### src/design/rqd_pkg.sv
// rqd_pkg: shared types and codes for the ready queue dispatcher
// entry, beat and cell-control types; no dependencies
`timescale 1ns / 1ps

package rqd_pkg;

  localparam int RQD_DEPTH = 16;

  // byte address of the algorithm register
  localparam logic [1:0] ADDR_ALGORITHM = 2'd0;

  localparam logic [1:0] CMD_INSERT   = 2'd0;
  localparam logic [1:0] CMD_REMOVE   = 2'd1;
  localparam logic [1:0] CMD_DISPATCH = 2'd2;

  typedef enum logic [3:0] {
    ST_INSERTED   = 4'd0,
    ST_REMOVED    = 4'd1,
    ST_DISPATCHED = 4'd2,
    ST_KEEP       = 4'd3,
    ST_NOTHING    = 4'd4,
    ST_DUP        = 4'd5,
    ST_FULL       = 4'd6,
    ST_NOTFOUND   = 4'd7,
    ST_EMPTY      = 4'd8
  } rqd_status_t;

  typedef struct packed {
    logic [1:0]  command;
    logic [15:0] process_id;
    logic [15:0] remaining_time;
    logic [15:0] arrival_time;
    logic        cpu_busy;
  } rqd_in_t;

  typedef struct packed {
    rqd_status_t status;
    logic [15:0] chosen_id;
    logic [4:0]  occupancy;
  } rqd_out_t;

  typedef struct packed {
    logic [15:0] id;
    logic [15:0] remaining;
    logic [15:0] arrival;
  } rqd_entry_t;

  // per-cycle command broadcast to every cell of the chain
  typedef struct packed {
    logic rotate;
    logic shift;
    logic load;
  } rqd_cell_op_t;

endpackage

### src/design/rqd_cell.sv
// rqd_cell: one slot of the ready table chain
// depends on rqd_pkg; takes data from its upper neighbor
`timescale 1ns / 1ps

module rqd_cell #(
  parameter int IDX_W = 4
) (
  input  logic                  clk,
  input  logic [IDX_W-1:0]      cell_idx,
  input  rqd_pkg::rqd_cell_op_t op,
  input  logic [IDX_W-1:0]      pos,
  input  rqd_pkg::rqd_entry_t   new_entry,
  input  rqd_pkg::rqd_entry_t   nbr,
  output rqd_pkg::rqd_entry_t   entry
);
  import rqd_pkg::*;

  rqd_entry_t entry_r;
  rqd_entry_t entry_nxt;

  always_comb begin
    entry_nxt = entry_r;
    if (op.rotate) begin
      entry_nxt = nbr;
    end else if (op.shift && (cell_idx >= pos)) begin
      // close the gap left by the removed slot
      entry_nxt = nbr;
    end else if (op.load && (cell_idx == pos)) begin
      entry_nxt = new_entry;
    end
  end

  always_ff @(posedge clk) begin
    entry_r <= entry_nxt;
  end

  assign entry = entry_r;

endmodule

### src/design/rqd_ctrl.sv
// rqd_ctrl: command sequencer, head-of-chain scan and result register
// depends on rqd_pkg; drives the cell chain through rqd_cell_op_t
`timescale 1ns / 1ps

module rqd_ctrl #(
  parameter int DEPTH = rqd_pkg::RQD_DEPTH
) (
  input  logic                            clk,
  input  logic                            rst_n,
  input  logic                            in_valid,
  output logic                            in_ready,
  input  rqd_pkg::rqd_in_t                in_data,
  output logic                            out_valid,
  input  logic                            out_ready,
  output rqd_pkg::rqd_out_t               out_data,
  input  logic                            algorithm,
  input  rqd_pkg::rqd_entry_t             head,
  output rqd_pkg::rqd_cell_op_t           cell_op,
  output logic [$clog2(DEPTH)-1:0]        cell_pos,
  output rqd_pkg::rqd_entry_t             cell_entry
);
  import rqd_pkg::*;

  localparam int IDX_W = $clog2(DEPTH);
  localparam int CNT_W = $clog2(DEPTH + 1);

  typedef enum logic [1:0] {S_IDLE, S_SCAN, S_RESOLVE, S_UPDATE} state_t;

  state_t         state_r,     state_nxt;
  logic [IDX_W-1:0] step_r,    step_nxt;
  logic [IDX_W-1:0] pos_r,     pos_nxt;
  logic [CNT_W-1:0] count_r,   count_nxt;
  logic [1:0]     cmd_r,       cmd_nxt;
  rqd_entry_t     item_r,      item_nxt;
  logic           found_r,     found_nxt;
  logic [15:0]    chosen_r,    chosen_nxt;
  logic [15:0]    best_rem_r,  best_rem_nxt;
  logic [15:0]    best_arr_r,  best_arr_nxt;
  rqd_status_t    status_r,    status_nxt;
  logic           out_valid_r, out_valid_nxt;
  rqd_out_t       out_data_r,  out_data_nxt;

  logic out_free;
  logic in_range;
  logic better;
  logic is_full;
  logic is_empty;

  assign out_free = !out_valid_r || out_ready;
  assign in_range = (CNT_W + 1)'(step_r) < (CNT_W + 1)'(count_r);
  assign better   = (head.remaining < best_rem_r) ||
                    ((head.remaining == best_rem_r) && (head.arrival < best_arr_r));
  assign is_full  = (count_r == CNT_W'(DEPTH));
  assign is_empty = (count_r == '0);

  always_comb begin
    state_nxt     = state_r;
    step_nxt      = step_r;
    pos_nxt       = pos_r;
    count_nxt     = count_r;
    cmd_nxt       = cmd_r;
    item_nxt      = item_r;
    found_nxt     = found_r;
    chosen_nxt    = chosen_r;
    best_rem_nxt  = best_rem_r;
    best_arr_nxt  = best_arr_r;
    status_nxt    = status_r;
    out_valid_nxt = out_valid_r;
    out_data_nxt  = out_data_r;
    cell_op       = '0;

    if (out_valid_r && out_ready) begin
      out_valid_nxt = 1'b0;
    end

    unique case (state_r)
      S_IDLE: begin
        if (in_valid) begin
          cmd_nxt        = in_data.command;
          item_nxt.id        = in_data.process_id;
          item_nxt.remaining = in_data.remaining_time;
          item_nxt.arrival   = in_data.arrival_time;
          found_nxt      = 1'b0;
          chosen_nxt     = '0;
          step_nxt       = '0;
          pos_nxt        = '0;
          state_nxt      = S_UPDATE;
          unique case (in_data.command)
            CMD_INSERT: begin
              if (is_full) begin
                status_nxt = ST_FULL;
              end else begin
                state_nxt = S_SCAN;
              end
            end
            CMD_REMOVE: begin
              if (is_empty) begin
                status_nxt = ST_EMPTY;
              end else begin
                state_nxt = S_SCAN;
              end
            end
            CMD_DISPATCH: begin
              if (in_data.cpu_busy) begin
                status_nxt = ST_KEEP;
              end else if (is_empty) begin
                status_nxt = ST_NOTHING;
              end else if (!algorithm) begin
                // fcfs takes the head without a scan
                status_nxt = ST_DISPATCHED;
                chosen_nxt = head.id;
              end else begin
                state_nxt = S_SCAN;
              end
            end
            default: begin
              status_nxt = ST_NOTHING;
            end
          endcase
        end
      end

      S_SCAN: begin
        // chain rotates one slot a cycle; head holds original slot step_r
        cell_op.rotate = 1'b1;
        step_nxt = step_r + IDX_W'(1);
        case (cmd_r)
          CMD_INSERT: begin
            if (in_range && (head.id == item_r.id)) begin
              found_nxt = 1'b1;
            end
          end
          CMD_REMOVE: begin
            if (in_range && (head.id == item_r.id) && !found_r) begin
              found_nxt  = 1'b1;
              pos_nxt    = step_r;
              chosen_nxt = head.id;
            end
          end
          default: begin
            if ((step_r == '0) || (in_range && better)) begin
              best_rem_nxt = head.remaining;
              best_arr_nxt = head.arrival;
              pos_nxt      = step_r;
              chosen_nxt   = head.id;
            end
          end
        endcase
        if (step_r == IDX_W'(DEPTH - 1)) begin
          state_nxt = S_RESOLVE;
        end
      end

      S_RESOLVE: begin
        case (cmd_r)
          CMD_INSERT: begin
            status_nxt = found_r ? ST_DUP : ST_INSERTED;
            pos_nxt    = count_r[IDX_W-1:0];
          end
          CMD_REMOVE: begin
            status_nxt = found_r ? ST_REMOVED : ST_NOTFOUND;
          end
          default: begin
            status_nxt = ST_DISPATCHED;
          end
        endcase
        state_nxt = S_UPDATE;
      end

      S_UPDATE: begin
        if (out_free) begin
          case (status_r) inside
            ST_INSERTED: begin
              cell_op.load = 1'b1;
              count_nxt    = count_r + CNT_W'(1);
            end
            ST_REMOVED, ST_DISPATCHED: begin
              cell_op.shift = 1'b1;
              count_nxt     = count_r - CNT_W'(1);
            end
            default: begin
            end
          endcase
          out_valid_nxt          = 1'b1;
          out_data_nxt.status    = status_r;
          out_data_nxt.chosen_id = chosen_r;
          out_data_nxt.occupancy = 5'(count_nxt);
          state_nxt              = S_IDLE;
        end
      end

      default: begin
        state_nxt = S_IDLE;
      end
    endcase
  end

  always_ff @(posedge clk) begin
    if (!rst_n) begin
      state_r     <= S_IDLE;
      count_r     <= '0;
      out_valid_r <= 1'b0;
    end else begin
      state_r     <= state_nxt;
      count_r     <= count_nxt;
      out_valid_r <= out_valid_nxt;
    end
    step_r     <= step_nxt;
    pos_r      <= pos_nxt;
    cmd_r      <= cmd_nxt;
    item_r     <= item_nxt;
    found_r    <= found_nxt;
    chosen_r   <= chosen_nxt;
    best_rem_r <= best_rem_nxt;
    best_arr_r <= best_arr_nxt;
    status_r   <= status_nxt;
    out_data_r <= out_data_nxt;
  end

  assign in_ready   = (state_r == S_IDLE);
  assign out_valid  = out_valid_r;
  assign out_data   = out_data_r;
  assign cell_pos   = pos_r;
  assign cell_entry = item_r;

endmodule

### src/design/ready_queue_dispatcher_top.sv
// ready queue dispatcher: ordered ready table with fcfs / sjf dispatch
// rejected, busy and fcfs-dispatch beats go idle to update; others go through scan and resolve
// one beat at a time: in_ready is high only in idle, and a scan rotates the cell chain once round
// reset: synchronous active-low rst_n empties the table and sets algorithm to fcfs
// table contents are not cleared; slots beyond the entry count are never looked at
// depends on rqd_pkg, rqd_cell, rqd_ctrl
`timescale 1ns / 1ps

module ready_queue_dispatcher_top #(
  parameter int DEPTH = rqd_pkg::RQD_DEPTH
) (
  input  logic              clk,
  input  logic              rst_n,
  // item channel
  input  logic              in_valid,
  output logic              in_ready,
  input  rqd_pkg::rqd_in_t  in_data,
  // result channel
  output logic              out_valid,
  input  logic              out_ready,
  output rqd_pkg::rqd_out_t out_data,
  // register port, single register at byte address 0
  input  logic              psel,
  input  logic              penable,
  input  logic              pwrite,
  input  logic [1:0]        paddr,
  input  logic [31:0]       pwdata,
  output logic [31:0]       prdata,
  output logic              pready
);
  import rqd_pkg::*;

  localparam int IDX_W = $clog2(DEPTH);

  // algorithm register: 0 fcfs, 1 shortest remaining time first
  logic algorithm_r;
  logic algorithm_nxt;

  // the algorithm register is the only one on the port
  assign pready = 1'b1;
  assign prdata = {31'b0, algorithm_r};

  always_comb begin
    algorithm_nxt = algorithm_r;
    if (psel && penable && pwrite && (paddr == ADDR_ALGORITHM)) begin
      algorithm_nxt = pwdata[0];
    end
  end

  always_ff @(posedge clk) begin
    if (!rst_n) begin
      algorithm_r <= 1'b0;
    end else begin
      algorithm_r <= algorithm_nxt;
    end
  end

  // cell chain: cell i takes from cell i+1, the top cell wraps to cell 0,
  // so a full rotation walks every slot past the head and back in place
  rqd_entry_t   cells [DEPTH];
  rqd_cell_op_t cell_op;
  logic [IDX_W-1:0] cell_pos;
  rqd_entry_t   cell_entry;

  for (genvar i = 0; i < DEPTH; i++) begin : g_cell
    rqd_cell #(
      .IDX_W(IDX_W)
    ) u_cell (
      .clk      (clk),
      .cell_idx (IDX_W'(i)),
      .op       (cell_op),
      .pos      (cell_pos),
      .new_entry(cell_entry),
      .nbr      (cells[(i + 1) % DEPTH]),
      .entry    (cells[i])
    );
  end

  // sequencer: looks at the head cell while the chain rotates,
  // then issues at most one load or shift and registers the result beat
  rqd_ctrl #(
    .DEPTH(DEPTH)
  ) u_ctrl (
    .clk       (clk),
    .rst_n     (rst_n),
    .in_valid  (in_valid),
    .in_ready  (in_ready),
    .in_data   (in_data),
    .out_valid (out_valid),
    .out_ready (out_ready),
    .out_data  (out_data),
    .algorithm (algorithm_r),
    .head      (cells[0]),
    .cell_op   (cell_op),
    .cell_pos  (cell_pos),
    .cell_entry(cell_entry)
  );

endmodule

### config.mk
export PLATFORM = sky130hd
export DESIGN_NAME = ready_queue_dispatcher_top
export DESIGN_NICKNAME = d
export VERILOG_FILES = /design/src/design/rqd_pkg.sv /design/src/design/rqd_cell.sv /design/src/design/rqd_ctrl.sv /design/src/design/ready_queue_dispatcher_top.sv
export SDC_FILE = /design/constraint.sdc
export NUM_CORES = 1
export LEC_CHECK = 0
export ABC_AREA = 1
export BUFFER_PORTS_ARGS = -buffer_cell sky130_fd_sc_hd__buf_2
export CAP_MARGIN = 30
export CORE_UTILIZATION = 30
export DETAILED_ROUTE_END_ITERATION = 7
export PLACE_DENSITY = 0.46
export SKIP_CTS_REPAIR_TIMING = 1
export SLEW_MARGIN = 25
export SYNTH_ARGS = -nofsm -noshare
export SYNTH_HDL_FRONTEND = slang
export SYNTH_SLANG_ARGS = --single-unit
### constraint.sdc
create_clock -name clk -period 9.06 [get_ports clk]
set_clock_uncertainty 0.05 [all_clocks]
set_input_delay 0.906 -clock clk [delete_from_list [all_inputs] [get_ports clk]]
set_output_delay 0.906 -clock clk [all_outputs]
set_load 0.01 [all_outputs]
==> key figures <==
Logic synthesis
  – Cells after Synth: 3207
  – Cell area after synthesis: 0.0381 mm^2
  – Post-synth top area share: between 70% and 80%
  – Yosys reg bits: approximately 900
  – Top_reg_cell synth: edfxtp_1
  – Synth unique cells: 40
  – Warnings, synthesis: 0
  – Number of synthesized flops with an enable pin: about 900
  – Asr flop ratio synth: 0%
  – Top cell type by total area after synthesis: edfxtp_1
  – Top-count cell post-synth: edfxtp_1
  – Register area share after synthesis: between 70% and 80%
  – Top post-synthesis cells by area: edfxtp_1, o21ai_0, a21oi_1
  – Commonest cells in the netlist: edfxtp_1, nand2_1, nor2_1, o21ai_0, a21oi_1
  – Avg Synthesized Cell Area: roughly 12 um^2

Cells and area
  – Antenna Cells: 0
  – Layout cells sized above 1: between 10% and 20%
  – Synth-to-layout area growth: 13.5%
  – Nets: 3359
  – Fill count: 12.6k

Worst setup path
  – WP depth: 9
  – Kind of critical path: reg2reg
  – Critical Path Fanout Max: 47
  – Critical Path, Cell by Cell: inv_1, ha_1, inv_2, nand2_4, o21ai_2, clkinv_2, o21ai_4, o31ai_4, buf_4
  – Crit. Startpoint: u_ctrl.state_r[1]
  – CP max stage cell: buf_4
  – Crit. End Element: register
  – Critical Path RT: between 9 and 10 ns
  – Setup crit start kind: register
  – Slowest stage delay, CP: 0.81 ns
  – Crit Reg-Reg Startpoint: u_ctrl.state_r[1]
  – Buffers & Inverters on Critical Path: 4
  – CP top delay family: buffers and inverters
  – CP arrival: 4.69 ns
  – Worst Reg-to-Reg Cells: 9

Global route
  – First-pass GRT wire length: between 100000 and 150000 um
  – GRT Residual Overflow: 0
  – Number of global-route vias before repair: about 23k
  – Initial antenna violation count: 0
  – Largest net degree at the start of global routing: between 90 and 100
  – Gr usage total: 14.7%

Floorplanning
  – Die Span Y: 359 um
  – # rows: 130
  – IO Pins: around 150
  – Die X: 359 um
  – CORE AREA: between 0.1 and 0.15 mm^2
  – Initial Utilization: 30.3%
  – Die area: about 0.13 mm^2

Timing
  – Period utilization: approximately half
  – Max-slew violations: 0
  – Final setup viols: 0
  – Setup_tns: 0 ns
  – Hold slack: about 0.36 ns
  – Fmax: approximately 220 MHz
  – RSZ-0062 raised after global routing: no
  – Final Hold Fails: 0
  – Max_slew headroom: between 30% and 40%
  – Worst setup margin: roughly 4.6 ns
  – Slew @ Worst Pin: just under 1 ns
  – Fin crit period: approximately 4.5 ns

Outcome
  – Outcome: completed

Drt
  – Drt wl/cell: about 19 um
  – Initial DRC Count: roughly 1.7k
  – WL final: 94000 um
  – DRC viols: 0
  – Vias/cell: 4.71
  – Antenna Violating Nets Remaining: 0
  – Via count: roughly 23k
  – Pre-Repair DR Iteration Count: 7

CTS
  – H-tree Lvls: 3
  – Worst skew pair latency: roughly 0.67 ns
  – Clock Tree Buf Depth: 3
  – CTS tree: done
  – Num CTS Buffers: 101
  – Clock Pin Slew Worst Setup and Hold Paths: 0.06 ns
  – Number of clock sinks: roughly 900
  – Root cell of the clock tree: clkbuf_16

Pwr
  – PnR Total Power: ~16000 uW
  – PwrDens: between 300 and 400 mW/mm^2
  – Leak: around 0.015 uW
  – Max IR drop VDD: approximately 0.22 mV

Hold path
  – Hold Crit Depth: 1
  – Min-delay worst type: in2reg
  – Min-delay src: in_data[43]

Placed design
  – DP Worst Slack: 4.38 ns
  – Placer Congestion: 0.756
  – Post-DP HPWL: a little over 50000 um
  – Port buffer count: 88

Flow run
  – Max cap viols: 0
## state kept, by name, indices dropped and copies added (netlist names), 2 cells and up
register,cells
u_ctrl.cmd_r,2
u_ctrl.cell_entry,48
u_ctrl.chosen_r,16
u_ctrl.count_r,5
u_ctrl.best_arr_r,16
u_ctrl.step_r,4
u_ctrl.state_r,2
u_ctrl.cell_pos,4
u_ctrl.out_data,25
u_ctrl.status_r,4
u_ctrl.best_rem_r,16
g_cell.u_cell.entry,768
## report_power, final
group	leakage, uW	internal, uW	total (uW)	switching (uW)
clock	0.00152	2230	3920	1690
sequential	0.00848	7180	7720	539
combinational	0.00489	1110	4540	3440
## worst register-to-register path, delay by kind of cell, from the launching register on
| family | cells | cell delay, ns |
|---|---|---|
| adders and majority gates | 1 | 0.61 |
| buffers and inverters | 4 | 1.65 |
| and+or+nand+nor | 1 | 0.55 |
| DFF | 1 | 0.32 |
| AOI/OAI and AO/OA | 3 | 0.87 |
## layout by cell type, fill, tap and decap left out, types with 3 or more instances in the layout
master,synthesis,final
ha_1,43,43
clkinv_8,0,3
xnor2_1,8,8
bufinv_16,0,6
conb_1,2,32
nand3_1,25,22
o211ai_1,3,3
nor2_2,3,3
clkbuf_1,116,22
a21oi_2,26,26
clkbuf_16,0,102
nor2_1,447,447
buf_12,0,4
nand2_1,474,470
clkinv_1,0,26
buf_2,65,88
nor3_1,10,10
buf_16,0,4
buf_4,49,35
inv_2,6,5
o21ai_0,407,401
clkinv_2,0,24
a21oi_1,390,389
nand3_4,0,3
xor2_1,8,8
nand2_4,1,10
edfxtp_1,904,904
inv_1,152,151
dfxtp_1,9,9
nand4_1,8,8
o21ai_4,0,13
## stage by stage
step | instances | cell area, um^2 | util (%)
6_report | 4956 | 43300 | 34.4
4_1_cts | 4953 | 43200 | 34.3
3_3_place_gp | 4763 | 40000 | 31.8
3_5_place_dp | 4768 | 40100 | 31.9
5_1_grt | 4956 | 43300 | 34.4
2_1_floorplan | 3237 | 38300 | -
## final cells by class
class | instances | area (um^2) | share of cell area, %
clock buffer | 124 | 2640 | 6.09
timing repair buffer | 132 | 905 | 2.09
tap | 1650 | 2060 | 4.77
clock inverter | 61 | 469 | 1.08
sequential | 913 | 27300 | 63.1
multi-input combinational | 1917 | 9290 | 21.5
inverter | 159 | 602 | 1.39
## metal layers
layer	vias to the layer above	part of all wire [%]	global-route usage, %	wire length (um)
met4	0	1.7	3.42	1610
li1	11200	-	-	-
met5	-	0	0	0
met1	11600	48	20.6	44900
met2	386	47	23.9	44200
met3	103	3.5	2.08	3270
## cell families after synthesis
family | Yosys count | share of synthesized area [%]
DFF | 913 | 71.6
and+or+nand+nor | 978 | 9.93
xor gates and xnor gates | 16 | 0.367
buffers and inverters | 407 | 5.04
AOI/OAI and AO/OA | 848 | 11.6
other | 2 | 0.0197
adders and majority gates | 43 | 1.41
## worst paths after layout
kind	end	slack, ns
max	g_cell[10].u_cell.entry[27]	4.61
min	u_ctrl.cell_entry[42]	0.36
max reg2reg	g_cell[10].u_cell.entry[27]	4.61
min reg2reg	u_ctrl.out_data[9]	0.37
No activity file was read; power rests on OpenSTA's default activity.
